--- src/vn_pkg.sv ---
// ----------------------------------------------------------------------------
// vn_pkg: shared types and constants for the 2D vector normalizer
// Field widths, transaction structs and default queue depths.
// ----------------------------------------------------------------------------
`timescale 1ns / 1ps

package vn_pkg;

  // Component and fraction widths
  localparam int COMP_WIDTH = 16;
  localparam int FRAC_BITS  = 14;
  localparam int NORM_WIDTH = FRAC_BITS + 2;
  localparam int SQ_WIDTH   = 2 * COMP_WIDTH;

  // Default queue depths
  localparam int MID_DEPTH_DEF = 4;
  localparam int OUT_DEPTH_DEF = 2;

  // Input transaction
  typedef struct packed {
    logic signed [COMP_WIDTH-1:0] in_x;
    logic signed [COMP_WIDTH-1:0] in_y;
  } in_t;

  // Result transaction
  typedef struct packed {
    logic signed [NORM_WIDTH-1:0] norm_x;
    logic signed [NORM_WIDTH-1:0] norm_y;
    logic        [COMP_WIDTH-1:0] length;
    logic                         was_zero;
  } out_t;

  // Classified item passed from front to back
  typedef struct packed {
    logic [COMP_WIDTH-1:0] mag_x;
    logic [COMP_WIDTH-1:0] mag_y;
    logic                  neg_x;
    logic                  neg_y;
    logic                  zero;
    logic [SQ_WIDTH-1:0]   sq;
  } mid_t;

endpackage

--- src/vn_front.sv ---
// ----------------------------------------------------------------------------
// vn_front: input stage of the vector normalizer
// Takes magnitudes and signs, flags zero vectors, forms the squared length.
// ----------------------------------------------------------------------------
`timescale 1ns / 1ps

module vn_front import vn_pkg::*; (
  input  logic clk_i,
  input  logic rst_ni,
  input  logic push_i,
  input  in_t  in_data_i,
  output logic full_o,
  output logic mid_push_o,
  output mid_t mid_data_o,
  input  logic mid_full_i
);

  logic                  v_q, v_d;
  logic [COMP_WIDTH-1:0] mx_q, my_q;
  logic                  nx_q, ny_q;
  logic                  ready, take;
  logic [SQ_WIDTH-1:0]   sqx, sqy;

  assign ready      = !v_q || !mid_full_i;
  assign full_o     = !ready;
  assign take       = push_i && ready;
  assign mid_push_o = v_q;

  // Square the held magnitudes and sum
  assign sqx = SQ_WIDTH'(mx_q) * SQ_WIDTH'(mx_q);
  assign sqy = SQ_WIDTH'(my_q) * SQ_WIDTH'(my_q);

  always_comb begin
    mid_data_o.mag_x = mx_q;
    mid_data_o.mag_y = my_q;
    mid_data_o.neg_x = nx_q;
    mid_data_o.neg_y = ny_q;
    mid_data_o.zero  = (mx_q == '0) && (my_q == '0);
    mid_data_o.sq    = sqx + sqy;
  end

  // Hold stage valid until the queue takes it
  always_comb begin
    v_d = v_q;
    if (take) begin
      v_d = 1'b1;
    end else if (v_q && !mid_full_i) begin
      v_d = 1'b0;
    end
  end

  always_ff @(posedge clk_i or negedge rst_ni) begin
    if (!rst_ni) begin
      v_q <= 1'b0;
    end else begin
      v_q <= v_d;
    end
  end

  // Capture magnitude and sign of each component
  always_ff @(posedge clk_i) begin
    if (take) begin
      nx_q <= in_data_i.in_x[COMP_WIDTH-1];
      ny_q <= in_data_i.in_y[COMP_WIDTH-1];
      mx_q <= in_data_i.in_x[COMP_WIDTH-1] ? (~in_data_i.in_x + COMP_WIDTH'(1))
                                          : in_data_i.in_x;
      my_q <= in_data_i.in_y[COMP_WIDTH-1] ? (~in_data_i.in_y + COMP_WIDTH'(1))
                                          : in_data_i.in_y;
    end
  end

endmodule

--- config.mk ---
export PLATFORM = sky130hd
export DESIGN_NAME = vn_front
export DESIGN_NICKNAME = d
export VERILOG_FILES = /design/src/vn_pkg.sv /design/src/vn_front.sv
export SDC_FILE = /design/constraint.sdc
export NUM_CORES = 1
export LEC_CHECK = 0
export BUFFER_PORTS_ARGS = -buffer_cell sky130_fd_sc_hd__buf_4
export CAP_MARGIN = 20
export CORE_ASPECT_RATIO = 0.7
export CORE_MARGIN = 2
export CORE_UTILIZATION = 36
export CTS_BUF_LIST = sky130_fd_sc_hd__clkbuf_8
export DETAILED_ROUTE_END_ITERATION = 8
export GPL_TIMING_DRIVEN = 0
export PLACE_DENSITY = 0.55
export SYNTH_ARGS = -nofsm -noshare
export SYNTH_HDL_FRONTEND = slang
export SYNTH_SLANG_ARGS = --single-unit
--- constraint.sdc ---
create_clock -name clk_i -period 9.85 [get_ports clk_i]
set_input_delay 0.4925 -clock clk_i [delete_from_list [all_inputs] [get_ports clk_i]]
set_output_delay 0.4925 -clock clk_i [all_outputs]
set_load 0.05 [all_outputs]
==> flow_metrics.env <==
export IMPL_wl_met2_mm=21.1
export IMPL_worst_path_max_fanout=10
export IMPL_highest_layer="met4"
export IMPL_first_pass_iters=5
export IMPL_fill_cells=4645
export IMPL_crit_buf_inv=8
export IMPL_num_vias=11961
export IMPL_critPathLaunch="my_q[4]"
export IMPL_critical_path_class="reg2out"
export IMPL_route_met3_wl_mm=3.67
export IMPL_grt_max_degree=19
export IMPL_clkTransAtPathRegs_ns=0.07
export IMPL_worstMarginPinSlew_ns=1.01
export IMPL_period_minus_slack_ns=9.39
export IMPL_die_area_um2=48300
export IMPL_fin_cells=2496
export IMPL_skew_ns=0.00357
export IMPL_rows=66
export IMPL_htree_num_levels=2
export IMPL_io_buffers=104
export IMPL_regArea_um2=1050
export IMPL_dp_cells=2486
export IMPL_grt_pass1_wl_mm=75.7
export IMPL_synth_edf_count=34
export IMPL_worst_setup_path_end_kind="primary output"
export IMPL_core_area_um2=46200
export IMPL_ys_top_cells_by_area="fa_1, ha_1, inv_1, edfxtp_1, and2_1"
export IMPL_synth_nets=2386
export IMPL_cp_top_family="adder cells"
export IMPL_ys_ff_latch=35
export IMPL_drtIter0Drc=759
export IMPL_crit_chain="clkbuf_1, clkbuf_2, nand2_1, fa_1, inv_1, fa_1, fa_1, fa_1, fa_1, fa_1, fa_1, inv_1, fa_1, inv_1, ha_1, clkbuf_1, a21oi_1, o21ai_0, a21oi_1, inv_1, o2111a_1, a311oi_1, buf_4"
export IMPL_max_cap_viol_count=0
export IMPL_avgRoutedWirePerCell_um=19.3
export IMPL_hold_violations=0
export IMPL_max_clock_freq_mhz=107
export IMPL_drc=0
export IMPL_post_dp_hpwl_mm=42.4
export IMPL_slowest_stage="clkbuf_1"
export IMPL_cts_sinks=35
export IMPL_avgSynthCellArea_um2=9.47
export IMPL_clock_latency_ns=0.30
export IMPL_dieWidth_um=262
export IMPL_rr_worst_depth=3
export IMPL_arrival_ns=8.89
export IMPL_worst_setup_path_start_kind="flop"
export IMPL_yosysWarnings=0
export IMPL_tns_ns=0
export IMPL_synth_top_cell_by_area="fa_1"
export IMPL_final_nets=2499
export IMPL_start_util_pct=36.3
export IMPL_slew_headroom_pct=32.4
export IMPL_synth_most_common_cell="inv_1"
export IMPL_cpPeakStageDelay_ns=0.65
export IMPL_async_reset_ff_share_pct=2.86
export IMPL_place_gp_congestion=0.904
export IMPL_syn_area_um2=16800
export IMPL_rsz0062_at_grt="false"
export IMPL_cts_tree="done"
export IMPL_yosysTopAreaCellShare_pct=45.8
export IMPL_pin_count=105
export IMPL_r2r_start="mid_push_o"
export IMPL_synth_ff_type="edfxtp_1"
export IMPL_synth_commonest_cells="inv_1, fa_1, ha_1, nand2_1, and2_1"
export IMPL_area_delta_synth_final_pct=10.0
export IMPL_grtUsageTotal_pct=21.0
export IMPL_vias_per_cell=4.79
export IMPL_crit_cells=23
export IMPL_numCtsBuffers=5
export IMPL_synth_distinct_cells=57
export IMPL_fin_crit_sh_pct=95.3
export IMPL_status="complete, no violations"
export IMPL_maxSlewViolCount=0
export IMPL_antenna_found_initial=1
export IMPL_seq_area_frac_synth_pct=6.24
export IMPL_syn_inst=1769
export IMPL_setup_viol=0
export IMPL_min_path_type="in2reg"
export IMPL_min_from="push_i"
export IMPL_grt_pass1_vias=12996
export IMPL_cp_common_cell="fa_1"
export IMPL_wirelength_met1_mm=22.5
export IMPL_clock_path_buffers=2
export IMPL_multi_input_area_um2=13600
export IMPL_die_y_um=185
export IMPL_min_path_cells=2
export IMPL_required_ns=9.36
export IMPL_gr_total_overflow=0
export IMPL_root_buffer="clkbuf_8"
export IMPL_drive_gt1_share_pct=7.17
export IMPL_wl_mm=48.1
export IMPL_ant_nets=0
state kept, by name, summed over array words and instances (netlist names):
signal / flops
nx_q: 1
mid_push_o: 1
mx_q: 16
my_q: 16
ny_q: 1
routing by layer:
metal	GRT usage (%)	up-vias
li1	-	5487
met1	31.1	6075
met2	31.6	354
met3	4.58	45
met4	4.32	0
met5	0	-
cell type report:
cell class | instances | area share [%]
clock inverter | 3 | 0.0611
buffer | 56 | 1.23
clock buffer | 5 | 0.373
tap | 612 | 4.15
timing repair buffer | 106 | 4.44
multi-input combinational | 1165 | 73.6
antenna | 1 | 0.0136
inverter | 513 | 10.4
sequential | 35 | 5.67
placed cells by master (no fill, tap or decap), types with 30 or more instances in the layout:
cell and n:
a21oi_1 35, and2_1 120, buf_4 106, clkbuf_1 52
edfxtp_1 34, fa_1 383, ha_1 198, inv_1 514
nand2_1 146, nor2_1 48, o21ai_0 30, xnor2_1 55
kinds of logic after synthesis:
family / after synthesis / share of synthesized area [%]
mux: 3 / 0.194
fa+ha+maj: 581 / 60.5
flops: 35 / 6.24
simple gates: 388 / 11.7
buf+inv: 569 / 12.8
xor+xnor: 71 / 3.71
compound gates: 122 / 4.82
final timing paths:
check / to / slack (ns)
min in group asynchronous: mid_push_o / 0.50
max in group asynchronous: mid_push_o / 9.27
max reg2reg: mx_q[6] / 8.23
min reg2reg: mid_push_o / 0.72
max: mid_data_o[25] / 0.46
min: mid_push_o / 0.39
metrics by stage:
step	worst slack (ns)	hold WS (ns)	cell area, µm²	utilization (%)
global route	0.136	0.387	18400	39.9
CTS	0.245	0.375	18400	39.9
floorplan	1.49	0.197	16800	-
finish	0.464	0.394	18400	39.9
detailed placement	0.613	0.268	18300	39.7
global placement	0.580	0.268	18300	39.7
timing repair:
action / CTS / global route
resized for setup: 0 / 3
hold buffers: 1 / 0
endpoints found under the hold margin: 1 / 0
buffers inserted: 0 / 0
setup endpoints to repair: 0 / 6
Power is left out: the tool's default activity adds up to more than one toggle a clock period on the data nets, which glitch-free logic cannot reach.
