$ cat src/vn_fifo.sv
// ----------------------------------------------------------------------------
// vn_fifo: small synchronous queue
// Flop-based storage with first-word-fall-through read.
// ----------------------------------------------------------------------------
`timescale 1ns / 1ps

module vn_fifo #(
  parameter type T     = logic,
  parameter int  DEPTH = 2
) (
  input  logic clk_i,
  input  logic rst_ni,
  input  logic push_i,
  input  T     wdata_i,
  output logic full_o,
  input  logic pop_i,
  output T     rdata_o,
  output logic empty_o
);

  localparam int AW = (DEPTH > 1) ? $clog2(DEPTH) : 1;
  localparam int CW = $clog2(DEPTH + 1);
  localparam logic [AW-1:0] LAST = AW'(DEPTH - 1);
  localparam logic [CW-1:0] FULL_CNT = CW'(DEPTH);

  T               mem_q [DEPTH];
  logic [AW-1:0]  wr_q, wr_d, rd_q, rd_d;
  logic [CW-1:0]  cnt_q, cnt_d;
  logic           do_push, do_pop;

  assign full_o  = (cnt_q == FULL_CNT);
  assign empty_o = (cnt_q == '0);
  assign do_push = push_i && !full_o;
  assign do_pop  = pop_i && !empty_o;
  assign rdata_o = mem_q[rd_q];

  // Advance pointers and count
  always_comb begin
    wr_d  = wr_q;
    rd_d  = rd_q;
    cnt_d = cnt_q;
    if (do_push) begin
      wr_d = (wr_q == LAST) ? '0 : wr_q + AW'(1);
    end
    if (do_pop) begin
      rd_d = (rd_q == LAST) ? '0 : rd_q + AW'(1);
    end
    if (do_push && !do_pop) begin
      cnt_d = cnt_q + CW'(1);
    end else if (!do_push && do_pop) begin
      cnt_d = cnt_q - CW'(1);
    end
  end

  always_ff @(posedge clk_i or negedge rst_ni) begin
    if (!rst_ni) begin
      wr_q  <= '0;
      rd_q  <= '0;
      cnt_q <= '0;
    end else begin
      wr_q  <= wr_d;
      rd_q  <= rd_d;
      cnt_q <= cnt_d;
    end
  end

  // Store entry
  always_ff @(posedge clk_i) begin
    if (do_push) begin
      mem_q[wr_q] <= wdata_i;
    end
  end

endmodule

$ cat config.mk
export PLATFORM = sky130hd
export DESIGN_NAME = vn_fifo
export DESIGN_NICKNAME = d
export VERILOG_FILES = /design/src/vn_fifo.sv
export SDC_FILE = /design/constraint.sdc
export NUM_CORES = 1
export LEC_CHECK = 0
export ABC_AREA = 1
export BUFFER_PORTS_ARGS = -buffer_cell sky130_fd_sc_hd__buf_2
export CORE_AREA = 2 2 39 41
export CTS_BUF_LIST = sky130_fd_sc_hd__clkbuf_8
export DETAILED_ROUTE_END_ITERATION = 6
export DIE_AREA = 0 0 41 43
export GPL_ROUTABILITY_DRIVEN = 0
export SLEW_MARGIN = 20
export SYNTH_ARGS = -nofsm -noshare
export SYNTH_HDL_FRONTEND = slang
export SYNTH_SLANG_ARGS = --single-unit
$ cat constraint.sdc
create_clock -name clk_i -period 1.95 [get_ports clk_i]
set_clock_uncertainty 0.1 [all_clocks]
set_input_delay 0.39 -clock clk_i [delete_from_list [all_inputs] [get_ports clk_i]]
set_output_delay 0.39 -clock clk_i [all_outputs]
set_load 0.05 [all_outputs]
==> results of run 1 <==
routing by layer:
layer | track usage [%] | routed length (um) | share of wire, %
met3 | 6.28 | 64 | 12
met2 | 10.0 | 217 | 42
met1 | 9.33 | 238 | 46
met5 | 0 | 0 | 0
met4 | 4.00 | 0 | 0
final timing paths:
kind                                            from                   end  slack [ns]  cells past startpoint
worst min register to register      wr_q$_DFFE_PN0N_      wr_q$_DFFE_PN0N_        0.37                      2
min in group asynchronous                     rst_ni      rd_q$_DFFE_PN0P_        0.41                      2
worst max register to register  cnt_q[0]$_DFFE_PN0P_  cnt_q[1]$_DFFE_PN0P_        0.46                      6
worst max-delay path            cnt_q[0]$_DFFE_PN0P_                full_o        0.36                      2
max in group asynchronous                     rst_ni  cnt_q[0]$_DFFE_PN0P_        1.22                      2
worst min-delay path                         wdata_i    mem_q[0]$_DFFE_PP_        0.26                      1
final cells by class:
| cell class | count | area [um2] |
|---|---|---|
| Clock buffer | 3 | 41.3 |
| Inverter | 8 | 30.0 |
| Sequential cell | 6 | 160 |
| Fill cell | 147 | 972 |
| Tap cell | 16 | 20.0 |
| Timing Repair Buffer | 8 | 45.0 |
| Multi-Input combinational cell | 23 | 115 |
synth_stat cells:
| cell type | instances |
|---|---|
| nand2_1 | 12 |
| edfxtp_1 | 2 |
| nand3b_1 | 1 |
| nand4_1 | 1 |
| nor2_2 | 2 |
| dfrtp_1 | 4 |
| nor2_1 | 2 |
| xnor2_1 | 1 |
| inv_1 | 8 |
| nand3_1 | 1 |
| o21ai_0 | 2 |
| ha_1 | 1 |
kinds of logic (layout without fill, tap and decap cells):
| family | Yosys count | count (layout) | share of synthesized area [%] |
|---|---|---|---|
| DFF | 6 | 6 | 52.5 |
| buffers and inverters | 8 | 19 | 9.84 |
| AOI/OAI and AO/OA | 2 | 2 | 3.28 |
| xor gates and xnor gates | 1 | 1 | 2.87 |
| and+or+nand+nor | 19 | 19 | 27.5 |
| adders and majority gates | 1 | 1 | 4.10 |
power groups by stage:
stage	clock network (uW)	registers, uW	logic [uW]
after floorplan	0	224	283
after global placement	0	232	340
after detailed placement	0	233	346
after CTS	185	233	349
after global routing	193	242	382
final	182	231	345
worst register-to-register path, cell delays in order (launching register included):
cell and delay, ns:
dfrtp_1 0.44, o21ai_0 0.28, ha_1 0.30, inv_1 0.08
nand3_1 0.08, nand2_1 0.06, nand2_1 0.04
sequential cells by signal, indices dropped and copies added, names as in the netlist:
name / cells
cnt_q: 2
mem_q: 2
rd_q: 1
wr_q: 1
through the flow:
stage               std cells  util, %  cell area (um2)  setup WS [ns]  total power (uW)
floorplan                  37        -              305          0.212               506
global placement           60     26.0              360          0.459               573
detailed placement         60     26.0              360          0.447               579
CTS                        64     29.7              412          0.348               767
global route               64     29.7              412          0.294               818
finish                     64     29.7              412          0.356               758
cell usage in the layout (no fill, tap or decap), drive strengths merged:
master,netlist,final
buf,0,7
clkbuf,0,3
dfrtp,4,4
dlygate4sd3,0,1
edfxtp,2,2
ha,1,1
inv,8,8
nand2,12,12
nand3,1,1
nand3b,1,1
nand4,1,1
nor2,4,4
o21ai,2,2
xnor2,1,1
==> flow_summary_export.csv, run 1 <==
group,metric,value,unit
power_and_ir_drop,leakage,0.000223,uW
setup_path,critPathRequiredTime,1.46,ns
place,numPortBuffers,7,
die,initial_core_util,22.1,%
timing,min_period,1.59,ns
logic_synthesis,netlist.area_leader.share,32.8,%
power_and_ir_drop,powerDensity,1840,mW/mm2
global_route,grt_pass1_vias,235,
place,post-dp-hpwl,403,um
logic_synthesis,syn-num-nets,43,
die,core-area,0.00138,mm2
timing,slew_headroom,82.1,%
setup_path,path_cells,"nor2_2 > buf_2",
logic_synthesis,synth_warnings,0,
run_status,status,"finished clean",
die,die-area,0.00176,mm2
global_route,gr-usage-all-layers,7.92,%
setup_path,crit_type,"flop to output pin",
die,die_h,43,um
drt,drt-pass1-iter-count,3,
setup_path,crit_arrival,1.10,ns
logic_synthesis,yosys-top-cells-area,"dfrtp_1 (33%), edfxtp_1 (20%), nand2_1 (15%)",
global_route,grt_max_degree,8,
power_and_ir_drop,p_clk_share,24.0,%
timing,drv_slew,0,
timing,period_share,81.7,%
die,die_w,41,um
drt,first_iter_violations,7,
timing,setup_viol,0,
setup_path,max_stage_delay,0.44,ns
cts,numCtsBuffers,3,
power_and_ir_drop,ir_drop,0.775,mV
setup_path,critPathCaptureType,"output pin",
setup_path,critPathBufInv,1,
cts,post_cts_resized,0,
logic_synthesis,synth_top_area_cell,"dfrtp_1",
timing,timing.fmax,627,MHz
drt,postRouteAntennaNets,0,
timing,rsz0062_at_grt,"false",
cts,cts_setup_buffers,0,
cts,h-tree-depth,1,
setup_path,cp_max_fo,7,
die,num_rows,14,
logic_synthesis,ys_ff_latch,6,
global_route,grt.overflow.total,0,
setup_path,path_delay_family,"flip-flops",
logic_synthesis,seq_area_frac_synth,52.5,%
cts,cts_buffer_depth,2,
logic_synthesis,syn_inst,37,
timing,hold_viol_final,0,
setup_path,cp-start-kind,"flop",
cts,worstSkewPairLatency,0.22,ns
logic_synthesis,synth_cell_types,12,
timing,fin_tns_setup,0,ns
logic_synthesis,syn_area_per_cell,8.25,um2
power_and_ir_drop,cell_internal_pwr,424,uW
cells_and_area,drive_gt1_share,25.0,%
drt,num_vias,249,
power_and_ir_drop,seq_power_share,30.5,%
cts,cts_tree,"built",
job,maxCapViolations,0,
die,pin_count,8,
timing,holdWs,0.256,ns
global_route,antenna_found_initial,0,
power_and_ir_drop,p_sw,334,uW
hold_path,hp-class,"input pin to flop",
cts,clockRootBuffer,"clkbuf_8",
logic_synthesis,syn_area,305,um2
drt,avgViaCountPerCell,3.89,
cts,holdBufCountCts,1,
cells_and_area,nNetsFinal,56,
cells_and_area,syn2layout_area_growth,34.8,%
drt,wire_per_inst,8.11,um
power_and_ir_drop,combPwrFrac,45.5,%
setup_path,cp_slowest_cell,"dfrtp_1",
power_and_ir_drop,sw_frac_of_total,44.0,%
timing,tightest_slew,0.266,ns
cells_and_area,antenna_cells,0,
drt,drc,0,
cts,cts.sinks,6,
drt,wl,519,um
cts,clk_pin_slew,0.03,ns
global_route,grt_pass1_wl,869,um
Power figures use the tool's default switching activity.
==> inputs of run 2 (changes only) <==
==> constraint.sdc (replaced) <==
create_clock -name clk_i -period 1.4 [get_ports clk_i]
set_clock_uncertainty 0.1 [all_clocks]
set_input_delay 0.28 -clock clk_i [delete_from_list [all_inputs] [get_ports clk_i]]
set_output_delay 0.28 -clock clk_i [all_outputs]
set_load 0.05 [all_outputs]
==> run 2 against run 1 <==
The flow now finishes with violations (setup timing). Via count up 16%. Routed wire length up 18%. Count of clock-buffer cells in the layout unchanged. Flip-flop and latch count unchanged. Largest cell class unchanged.
==> flow_summary_export.csv, run 2 (same netlist as run 1, synthesis figures left out) <==
group,metric,value,unit
global_route,grt.overflow.total,0,
timing,tightest_slew,0.194,ns
setup_path,r2r_cells,8,
cts,h-tree-depth,1,
drt,wire_per_inst,8.65,um
place,dpl.cell_count,64,
timing,timing.fmax,700,MHz
cts,worstSkewPairLatency,0.22,ns
setup_path,cp_max_fo,4,
drt,wl,614,um
global_route,antenna_found_initial,0,
setup_path,crit_arrival,1.05,ns
cells_and_area,nNetsFinal,62,
cells_and_area,fin_cells,71,
run_status,violations,"setup timing",
cells_and_area,antenna_cells,0,
setup_path,critPathCaptureType,"output pin",
run_status,status,"finished with violations",
drt,avgViaCountPerCell,4.07,
timing,setup_ws,-0.0285,ns
setup_path,crit-reg2reg-launch,"cnt_q[1]$_DFFE_PN0P_",
drt,drc,0,
cts,clk_pin_slew,0.04,ns
cells_and_area,post-route-util,37.1,%
setup_path,crit_type,"flop to output pin",
cells_and_area,n_fill_cell,147,
setup_path,r2r_setup_slack,0.01,ns
die,core-area,0.00138,mm2
drt,postRouteAntennaNets,0,
timing,hold_viol_final,0,
cts,cts_buffer_depth,2,
hold_path,min_to,"mem_q[0]$_DFFE_PP_",
cells_and_area,reg_top3,"cnt_q x2, mem_q x2",
timing,period_share,102,%
die,die_w,41,um
cells_and_area,syn2layout_area_growth,68.0,%
hold_path,hp-class,"input pin to flop",
power_and_ir_drop,totalPowerFinal,1350,uW
timing,rsz0062_at_grt,"true",
cts,numCtsBuffers,3,
timing,setup_viol,2,
global_route,grt_max_degree,5,
cts,clockRootBuffer,"clkbuf_8",
place,post-dp-hpwl,431,um
power_and_ir_drop,ir_drop,0.712,mV
power_and_ir_drop,powerDensity,2640,mW/mm2
die,initial_core_util,22.1,%
die,num_rows,14,
job,maxCapViolations,0,
setup_path,cp_slowest_cell,"dfrtp_2",
die,die_h,43,um
cts,cts.sinks,6,
global_route,gr-usage-all-layers,8.39,%
timing,slew_headroom,87.0,%
hold_path,hp-start,"wdata_i",
drt,drt-pass1-iter-count,2,
drt,num_vias,289,
cells_and_area,final_common_cell,"nand2_1",
timing,drv_slew,0,
die,pin_count,8,
cells_and_area,final_cell_mix,"nand2_1 (12), inv_1 (8), buf_4 (6)",
global_route,grt_pass1_vias,251,
setup_path,max_stage_delay,0.44,ns
hold_path,worstHoldPathCells,1,
place,numPortBuffers,7,
setup_path,r2r-end,"cnt_q[1]$_DFFE_PN0P_",
setup_path,path_cells,"buf_6 > nor2_4 > buf_8",
power_and_ir_drop,leakage,0.000264,uW
cts,cts_tree,"built",
global_route,grt_pass1_wl,910,um
setup_path,cp-start-kind,"flop",
timing,fin_tns_setup,-0.0442,ns
timing,min_period,1.43,ns
cells_and_area,drive_gt1_share,41.8,%
drt,first_iter_violations,6,
die,die-area,0.00176,mm2
setup_path,critPathRequiredTime,1.02,ns
[run 2: per-layer routing]
layer	up-vias	share of wire (%)	global-route usage (%)
li1	148	-	-
met1	131	41	9.21
met2	8	51	10.6
met3	2	4.7	3.14
met4	0	2.8	10.0
met5	-	0	0
[run 2: area by class of cell]
type	count	area, um2	area share, %
Sequential cell	6	161	31.5
Multi-Input combinational cell	23	144	28.0
Timing Repair Buffer	14	113	22.0
Clock buffer	3	41.3	8.05
Inverter	8	30.0	5.85
Tap cell	16	20.0	3.90
Clock inverter	1	3.75	0.732
[run 2: through the flow]
| stage | setup slack (ns) | hold slack (ns) | area (um2) |
|---|---|---|---|
| after floorplan | -0.158 | -0.116 | 314 |
| after global placement | -0.0486 | -0.00821 | 399 |
| after detailed placement | -0.0562 | -0.0119 | 399 |
| after CTS | -0.0493 | 0.139 | 478 |
| after global routing | -0.0694 | 0.144 | 513 |
| final | -0.0285 | 0.145 | 513 |
[run 2: worst max-delay path by stage]
stage	cells past startpoint	slack, ns	startpoint	to
after floorplan	8	-0.16	cnt_q[1]$_DFFE_PN0P_	cnt_q[1]$_DFFE_PN0P_
after global placement	6	-0.05	cnt_q[0]$_DFFE_PN0P_	cnt_q[1]$_DFFE_PN0P_
after detailed placement	6	-0.06	cnt_q[0]$_DFFE_PN0P_	cnt_q[1]$_DFFE_PN0P_
after CTS	6	-0.05	cnt_q[0]$_DFFE_PN0P_	cnt_q[1]$_DFFE_PN0P_
after global routing	8	-0.07	cnt_q[1]$_DFFE_PN0P_	cnt_q[1]$_DFFE_PN0P_
final	3	-0.03	cnt_q[0]$_DFFE_PN0P_	empty_o
[run 2: timing repair]
item                                   CTS  global route
hold buffers                             1             0
gates resized for setup                  5             7
setup endpoints to repair                4             3
buffers inserted                         1             1
endpoints found under the hold margin    4             0
[run 2: worst max-delay path, delay by kind of cell (launching register included)]
kind,cells,cell delay (ns)
buffers and inverters,2,0.29
and+or+nand+nor,1,0.09
DFF,1,0.44
[run 2: power breakdown]
group          internal (uW)  switching [uW]  total (uW)
clock                    188            77.0         266
sequential               263            74.2         338
combinational            343             407         750
total                    795             559        1350
