[config.mk]
export PLATFORM = sky130hd
export DESIGN_NAME = vn_back
export DESIGN_NICKNAME = d
export VERILOG_FILES = /design/src/vn_pkg.sv /design/src/vn_back.sv
export SDC_FILE = /design/constraint.sdc
export NUM_CORES = 2
export LEC_CHECK = 0
export ABC_AREA = 1
export ABC_CLOCK_PERIOD_IN_PS = 99000
export BUFFER_PORTS_ARGS = -buffer_cell sky130_fd_sc_hd__buf_4
export CORE_UTILIZATION = 40
export DETAILED_ROUTE_END_ITERATION = 12
export PLACE_DENSITY = 0.66
export RECOVER_POWER = 25
export SLEW_MARGIN = 5
export SYNTH_ARGS = -nofsm -noshare
export SYNTH_HDL_FRONTEND = slang
export SYNTH_MEMORY_MAX_BITS = 65536
export SYNTH_SLANG_ARGS = --single-unit
export TNS_END_PERCENT = 50
[constraint.sdc]
create_clock -name clk_i -period 99 [get_ports clk_i]
set_input_delay 14.85 -clock clk_i [delete_from_list [all_inputs] [get_ports clk_i]]
set_output_delay 14.85 -clock clk_i [all_outputs]
set_load 0.01 [all_outputs]
[src/vn_pkg.sv]
// ----------------------------------------------------------------------------
// vn_pkg: shared types and constants for the 2D vector normalizer
// Field widths, transaction structs and default queue depths.
// ----------------------------------------------------------------------------
`timescale 1ns / 1ps

package vn_pkg;

  // Component and fraction widths
  localparam int COMP_WIDTH = 16;
  localparam int FRAC_BITS  = 14;
  localparam int NORM_WIDTH = FRAC_BITS + 2;
  localparam int SQ_WIDTH   = 2 * COMP_WIDTH;

  // Default queue depths
  localparam int MID_DEPTH_DEF = 4;
  localparam int OUT_DEPTH_DEF = 2;

  // Input transaction
  typedef struct packed {
    logic signed [COMP_WIDTH-1:0] in_x;
    logic signed [COMP_WIDTH-1:0] in_y;
  } in_t;

  // Result transaction
  typedef struct packed {
    logic signed [NORM_WIDTH-1:0] norm_x;
    logic signed [NORM_WIDTH-1:0] norm_y;
    logic        [COMP_WIDTH-1:0] length;
    logic                         was_zero;
  } out_t;

  // Classified item passed from front to back
  typedef struct packed {
    logic [COMP_WIDTH-1:0] mag_x;
    logic [COMP_WIDTH-1:0] mag_y;
    logic                  neg_x;
    logic                  neg_y;
    logic                  zero;
    logic [SQ_WIDTH-1:0]   sq;
  } mid_t;

endpackage

[src/vn_back.sv]
// ----------------------------------------------------------------------------
// vn_back: square root and divide pipeline
// One root bit per stage, then one quotient bit per stage for both lanes.
// ----------------------------------------------------------------------------
`timescale 1ns / 1ps

module vn_back import vn_pkg::*; (
  input  logic clk_i,
  input  logic rst_ni,
  input  mid_t mid_data_i,
  input  logic mid_empty_i,
  output logic mid_pop_o,
  output logic out_push_o,
  output out_t out_data_o,
  input  logic out_full_i
);

  localparam int RW = COMP_WIDTH + 2;
  localparam int QW = FRAC_BITS + 1;
  localparam int NS = COMP_WIDTH + QW;

  typedef struct packed {
    logic                  zero;
    logic                  nx;
    logic                  ny;
    logic [SQ_WIDTH-1:0]   rad;
    logic [RW-1:0]         rem;
    logic [COMP_WIDTH-1:0] root;
    logic [COMP_WIDTH-1:0] rx;
    logic [COMP_WIDTH-1:0] ry;
    logic                  bx;
    logic                  by;
    logic [QW-1:0]         qx;
    logic [QW-1:0]         qy;
  } stage_t;

  stage_t        st_q [NS];
  stage_t        st_d [NS];
  logic [NS-1:0] v_q;
  logic          en;
  stage_t        last;
  logic [NORM_WIDTH-1:0] ux, uy;

  // Stall the whole pipe only when the last result cannot leave
  assign en         = !(v_q[NS-1] && out_full_i);
  assign mid_pop_o  = en && !mid_empty_i;
  assign out_push_o = en && v_q[NS-1];

  // Load stage from the queue head
  stage_t head;
  always_comb begin
    head      = '0;
    head.zero = mid_data_i.zero;
    head.nx   = mid_data_i.neg_x;
    head.ny   = mid_data_i.neg_y;
    head.rad  = mid_data_i.sq;
    head.rx   = mid_data_i.mag_x >> 1;
    head.ry   = mid_data_i.mag_y >> 1;
    head.bx   = mid_data_i.mag_x[0];
    head.by   = mid_data_i.mag_y[0];
  end

  for (genvar k = 0; k < NS; k++) begin : g_stage
    stage_t src;
    if (k == 0) begin : g_first
      assign src = head;
    end else begin : g_next
      assign src = st_q[k-1];
    end

    if (k < COMP_WIDTH) begin : g_sqrt
      // Bring down two radicand bits and try the next root bit
      logic [RW+1:0] rem2, trial;
      always_comb begin
        st_d[k] = src;
        rem2    = {src.rem, src.rad[SQ_WIDTH-1 -: 2]};
        trial   = {2'b00, src.root, 2'b01};
        st_d[k].rad = src.rad << 2;
        if (rem2 >= trial) begin
          st_d[k].rem  = RW'(rem2 - trial);
          st_d[k].root = {src.root[COMP_WIDTH-2:0], 1'b1};
        end else begin
          st_d[k].rem  = RW'(rem2);
          st_d[k].root = {src.root[COMP_WIDTH-2:0], 1'b0};
        end
      end
    end else begin : g_div
      // Shift in one dividend bit per lane and subtract the length
      logic [COMP_WIDTH:0] rrx, rry, lenx;
      logic                gex, gey;
      always_comb begin
        st_d[k] = src;
        lenx = {1'b0, src.root};
        rrx  = {src.rx, src.bx};
        rry  = {src.ry, src.by};
        gex  = (rrx >= lenx);
        gey  = (rry >= lenx);
        st_d[k].rx = gex ? COMP_WIDTH'(rrx - lenx) : COMP_WIDTH'(rrx);
        st_d[k].ry = gey ? COMP_WIDTH'(rry - lenx) : COMP_WIDTH'(rry);
        st_d[k].bx = 1'b0;
        st_d[k].by = 1'b0;
        st_d[k].qx = {src.qx[QW-2:0], gex};
        st_d[k].qy = {src.qy[QW-2:0], gey};
      end
    end

    always_ff @(posedge clk_i) begin
      if (en) begin
        st_q[k] <= st_d[k];
      end
    end
  end

  // Advance valid bits
  always_ff @(posedge clk_i or negedge rst_ni) begin
    if (!rst_ni) begin
      v_q <= '0;
    end else if (en) begin
      v_q <= {v_q[NS-2:0], !mid_empty_i};
    end
  end

  // Apply sign and zero case to the result
  assign last = st_q[NS-1];
  assign ux   = NORM_WIDTH'(last.qx);
  assign uy   = NORM_WIDTH'(last.qy);

  always_comb begin
    out_data_o.was_zero = last.zero;
    if (last.zero) begin
      out_data_o.norm_x = '0;
      out_data_o.norm_y = '0;
      out_data_o.length = '0;
    end else begin
      out_data_o.norm_x = last.nx ? (~ux + NORM_WIDTH'(1)) : ux;
      out_data_o.norm_y = last.ny ? (~uy + NORM_WIDTH'(1)) : uy;
      out_data_o.length = last.root;
    end
  end

endmodule

==> run_summary.xml <==
<?xml version="1.0" encoding="UTF-8"?>
<metrics>
  <group name="sta">
    <metric name="setup_total_negative_slack" unit="ps">0</metric>
    <metric name="finalMaxSlewViolations" unit="">0</metric>
    <metric name="unrepaired_setup_endpoints_after_global_routing" unit="">false</metric>
    <metric name="layout_worst_path_cycle_share" unit="">0.314</metric>
    <metric name="layout_min_cycle_time" unit="ps">31040</metric>
    <metric name="hold-worst-slack" unit="ps">323</metric>
    <metric name="hold_viol_final" unit="">0</metric>
    <metric name="layout_setup_ws" unit="ps">67960</metric>
    <metric name="finalClockSkew" unit="ps">133</metric>
    <metric name="fmax" unit="MHz">32.2</metric>
    <metric name="worst-slew-pin-transition" unit="ps">1100</metric>
    <metric name="maxSlewHeadroom" unit="">0.269</metric>
    <metric name="setup_violations" unit="">0</metric>
  </group>
  <group name="critical_path">
    <metric name="cell_with_the_largest_stage_delay_on_the_worst_path" unit="">nand2_4</metric>
    <metric name="crit_reg_reg_endpoint" unit="">st_q[0][698]$_DFFE_PN_</metric>
    <metric name="critPathMaxFanout" unit="">76</metric>
    <metric name="r2r_slack" unit="ps">93270</metric>
    <metric name="crit_required" unit="ps">84150</metric>
    <metric name="critPathKind" unit="">input pin to output port</metric>
    <metric name="worst_r2r_startpoint" unit="">v_q[30]$_DFFE_PN0N_</metric>
    <metric name="critical-path-max-stage-delay" unit="ps">630</metric>
    <metric name="critical_path_arrival" unit="ps">16190</metric>
    <metric name="critical-path-top-cell-by-count" unit="">buf_4</metric>
    <metric name="cp-end-kind" unit="">output port</metric>
    <metric name="timing.critical_path.cells" unit="">buf_4 -&gt; nand2_4 -&gt; inv_1 -&gt; buf_4 -&gt; nor2_1 -&gt; buf_4</metric>
    <metric name="critical_path.startpoint_type" unit="">input pin</metric>
    <metric name="setup.worst_path.start" unit="">out_full_i</metric>
    <metric name="worst_r2r_path_depth" unit="">6</metric>
  </group>
  <group name="yosys">
    <metric name="share_of_flip_flops_with_an_asynchronous_set_or_reset" unit="">0.0142</metric>
    <metric name="ys_types" unit="">61</metric>
    <metric name="synthFlopType" unit="">edfxtp_1</metric>
    <metric name="synth_commonest_cells" unit="">nand2_1, edfxtp_1, inv_1, nand3_1, ha_1</metric>
    <metric name="yosys.cell_count.top_type" unit="">nand2_1</metric>
    <metric name="synth_edf_count" unit="">2159</metric>
    <metric name="average_size_of_a_mapped_cell" unit="sq um">9.59</metric>
    <metric name="synthesis.yosys.warnings" unit="">0</metric>
    <metric name="yosysTopAreaCellShare" unit="">0.562</metric>
    <metric name="synth.top_cells.by_area" unit="">edfxtp_1, nand2_1, ha_1</metric>
    <metric name="synth_seq_cells" unit="">2190</metric>
    <metric name="synthDominantAreaCellType" unit="">edfxtp_1</metric>
    <metric name="syn_area" unit="sq mm">0.115</metric>
    <metric name="syn_inst" unit="">12000</metric>
    <metric name="syn-num-nets" unit="">12800</metric>
    <metric name="synth.yosys.seq_area_share" unit="">0.568</metric>
  </group>
  <group name="clocking">
    <metric name="setup_repair_bufs_after_cts" unit="">0</metric>
    <metric name="postCtsResizedCells" unit="">0</metric>
    <metric name="cts_num_sinks" unit="">2190</metric>
    <metric name="cts-hold-fix-buffers" unit="">0</metric>
    <metric name="clk_root_buffer_cell" unit="">clkbuf_16</metric>
    <metric name="clock_tree.htree_level_count" unit="">4</metric>
    <metric name="clk_latency_worst_skew_pair" unit="ps">950</metric>
    <metric name="tritoncts_clock_tree" unit="">done</metric>
    <metric name="clockBufferDepth" unit="">4</metric>
    <metric name="tritoncts.num_buffers" unit="">233</metric>
    <metric name="path_clk_slew" unit="ps">60</metric>
  </group>
  <group name="die">
    <metric name="fp.dieH" unit="um">539</metric>
    <metric name="num_rows" unit="">196</metric>
    <metric name="chipWidth" unit="um">539</metric>
    <metric name="die_area" unit="sq mm">0.291</metric>
    <metric name="design.portCount" unit="">122</metric>
    <metric name="start_util" unit="">0.404</metric>
    <metric name="core_area" unit="sq mm">0.286</metric>
  </group>
  <group name="cells_and_area">
    <metric name="total_nets_final" unit="">13000</metric>
    <metric name="area_delta_synth_final" unit="%">10.7</metric>
    <metric name="drive_gt1_frac" unit="">0.0650</metric>
    <metric name="area.sequential" unit="sq mm">0.0656</metric>
    <metric name="n_fill_cell" unit="">27100</metric>
    <metric name="multiInputGateArea" unit="sq mm">0.0412</metric>
    <metric name="finalInstanceArea" unit="sq mm">0.128</metric>
  </group>
  <group name="job">
    <metric name="maxCapViolations" unit="">0</metric>
  </group>
  <group name="hold_path">
    <metric name="hold_start" unit="">st_q[0][105]$_DFFE_PN_</metric>
    <metric name="classification_of_the_worst_slack_hold_path" unit="">flip-flop to flip-flop</metric>
    <metric name="whs_endpoint" unit="">st_q[0][240]$_DFFE_PN_</metric>
    <metric name="worst_hold_path.num_cells" unit="">0</metric>
  </group>
  <group name="routing">
    <metric name="wire_per_inst" unit="um">15.2</metric>
    <metric name="vias" unit="">78100</metric>
    <metric name="drt_pre_antenna_iters" unit="">6</metric>
    <metric name="drtIter0Drc" unit="">5653</metric>
    <metric name="totalWireLength" unit="um">247000</metric>
    <metric name="detail_route.vias_per_cell" unit="">4.81</metric>
    <metric name="ant_nets" unit="">0</metric>
    <metric name="remaining_drc_errors" unit="">0</metric>
  </group>
  <group name="grt">
    <metric name="maximum_number_of_pins_on_one_net_before_global_route_repair" unit="">194</metric>
    <metric name="grt_pass1_wl" unit="um">392000</metric>
    <metric name="grt_pass1_vias" unit="">73300</metric>
    <metric name="grt_antenna_before_repair" unit="">3</metric>
    <metric name="grt_usage" unit="">0.167</metric>
    <metric name="gr-total-overflow" unit="">0</metric>
  </group>
  <group name="pwr">
    <metric name="total_power" unit="W">0.00409</metric>
    <metric name="power_density" unit="mW/mm^2">32.0</metric>
    <metric name="worst_vdd_ir" unit="mV">0.0216</metric>
    <metric name="p_leak" unit="nW">61.6</metric>
  </group>
  <group name="place">
    <metric name="post_place_setup_slack" unit="ps">67910</metric>
    <metric name="gp_congestion" unit="">0.899</metric>
    <metric name="hpwlAfterDp" unit="um">185000</metric>
    <metric name="port_buffers" unit="">121</metric>
    <metric name="placedInstanceArea" unit="sq mm">0.120</metric>
  </group>
  <group name="status">
    <metric name="status" unit="">completed</metric>
  </group>
</metrics>
## flip-flops by register name, indices dropped and copies added, names as in the netlist
name,flops
v_q,31
st_q,2159
## critical path: cells and delay by family
family | cells | cell delay, ps
buf+inv | 4 | 580
simple gates | 2 | 740
## power breakdown
group          total (W)  switching (W)  internal (W)
Clock           0.000895       0.000363      0.000532
Sequential       0.00181       0.000213       0.00160
Combinational    0.00138       0.000919      0.000459
Total            0.00409        0.00150       0.00259
## area by class of cell
cell class | count | area share
Antenna cell | 2 | 0.0000392
Clock buffer | 267 | 0.0469
Clock inverter | 168 | 0.0154
Inverter | 1906 | 0.0560
Multi-Input combinational cell | 7799 | 0.322
Sequential cell | 2190 | 0.513
Tap cell | 3762 | 0.0368
Timing Repair Buffer | 148 | 0.00918
## logic make-up after synthesis
logic type | Yosys count | share of synthesized area
adder cells (fa/ha/maj) | 661 | 0.0735
buffers and inverters | 2051 | 0.0747
other | 1 | 0.0000325
AO/OA/AOI/OAI | 780 | 0.0372
XOR/XNOR | 294 | 0.0223
flip-flops | 2190 | 0.568
AND/OR/NAND/NOR | 6063 | 0.224
## per-stage QoR
stage	utilization	instances
2_1_floorplan	-	12000
3_3_place_gp	0.419	15800
3_5_place_dp	0.419	15800
4_1_cts	0.447	16200
5_1_grt	0.447	16200
6_report	0.447	16200
## layout by cell type (no fill, tap or decap), drive strengths merged
| cell type | count |
|---|---|
| nand2 | 3981 |
| edfxtp | 2159 |
| inv | 1911 |
| nand3 | 1068 |
| nor2 | 658 |
| ha | 633 |
| a21oi | 473 |
| clkbuf | 267 |
| o21ai | 232 |
| xor2 | 194 |
| nor3 | 163 |
| buf | 148 |
| clkinv | 111 |
| xnor2 | 100 |
| nand4 | 96 |
| nand3b | 38 |
| bufinv | 37 |
| o21bai | 32 |
| dfrtp | 31 |
| fa | 28 |
| and3 | 25 |
| o21a | 21 |
| or2 | 19 |
| clkinvlp | 15 |
| o31ai | 7 |
| and2 | 7 |
| nor4 | 6 |
| o211ai | 5 |
| a21o | 4 |
| a21boi | 3 |
| diode | 2 |
| a31oi | 2 |
| nor3b | 1 |
| o31a | 1 |
| or3 | 1 |
| conb | 1 |
## worst max-delay path by stage
stage / slack [ps] / depth (start not counted) / end
final: 67960 / 6 / mid_pop_o
after global routing: 67760 / 6 / mid_pop_o
after CTS: 67900 / 6 / mid_pop_o
after detailed placement: 67910 / 6 / mid_pop_o
after global placement: 67860 / 6 / mid_pop_o
after floorplan: 21920 / 3 / v_q[11]$_DFFE_PN0N_
## layer usage
layer | vias to the layer above | wire length [um] | part of all wire | track usage
met5 | - | 0 | 0 | 0
met4 | 0 | 8730 | 0.035 | 0.0583
met3 | 442 | 11600 | 0.047 | 0.0193
met2 | 1705 | 114000 | 0.46 | 0.275
met1 | 35700 | 113000 | 0.46 | 0.226
li1 | 40200 | - | - | -
No activity file was read; power rests on OpenSTA's default activity.
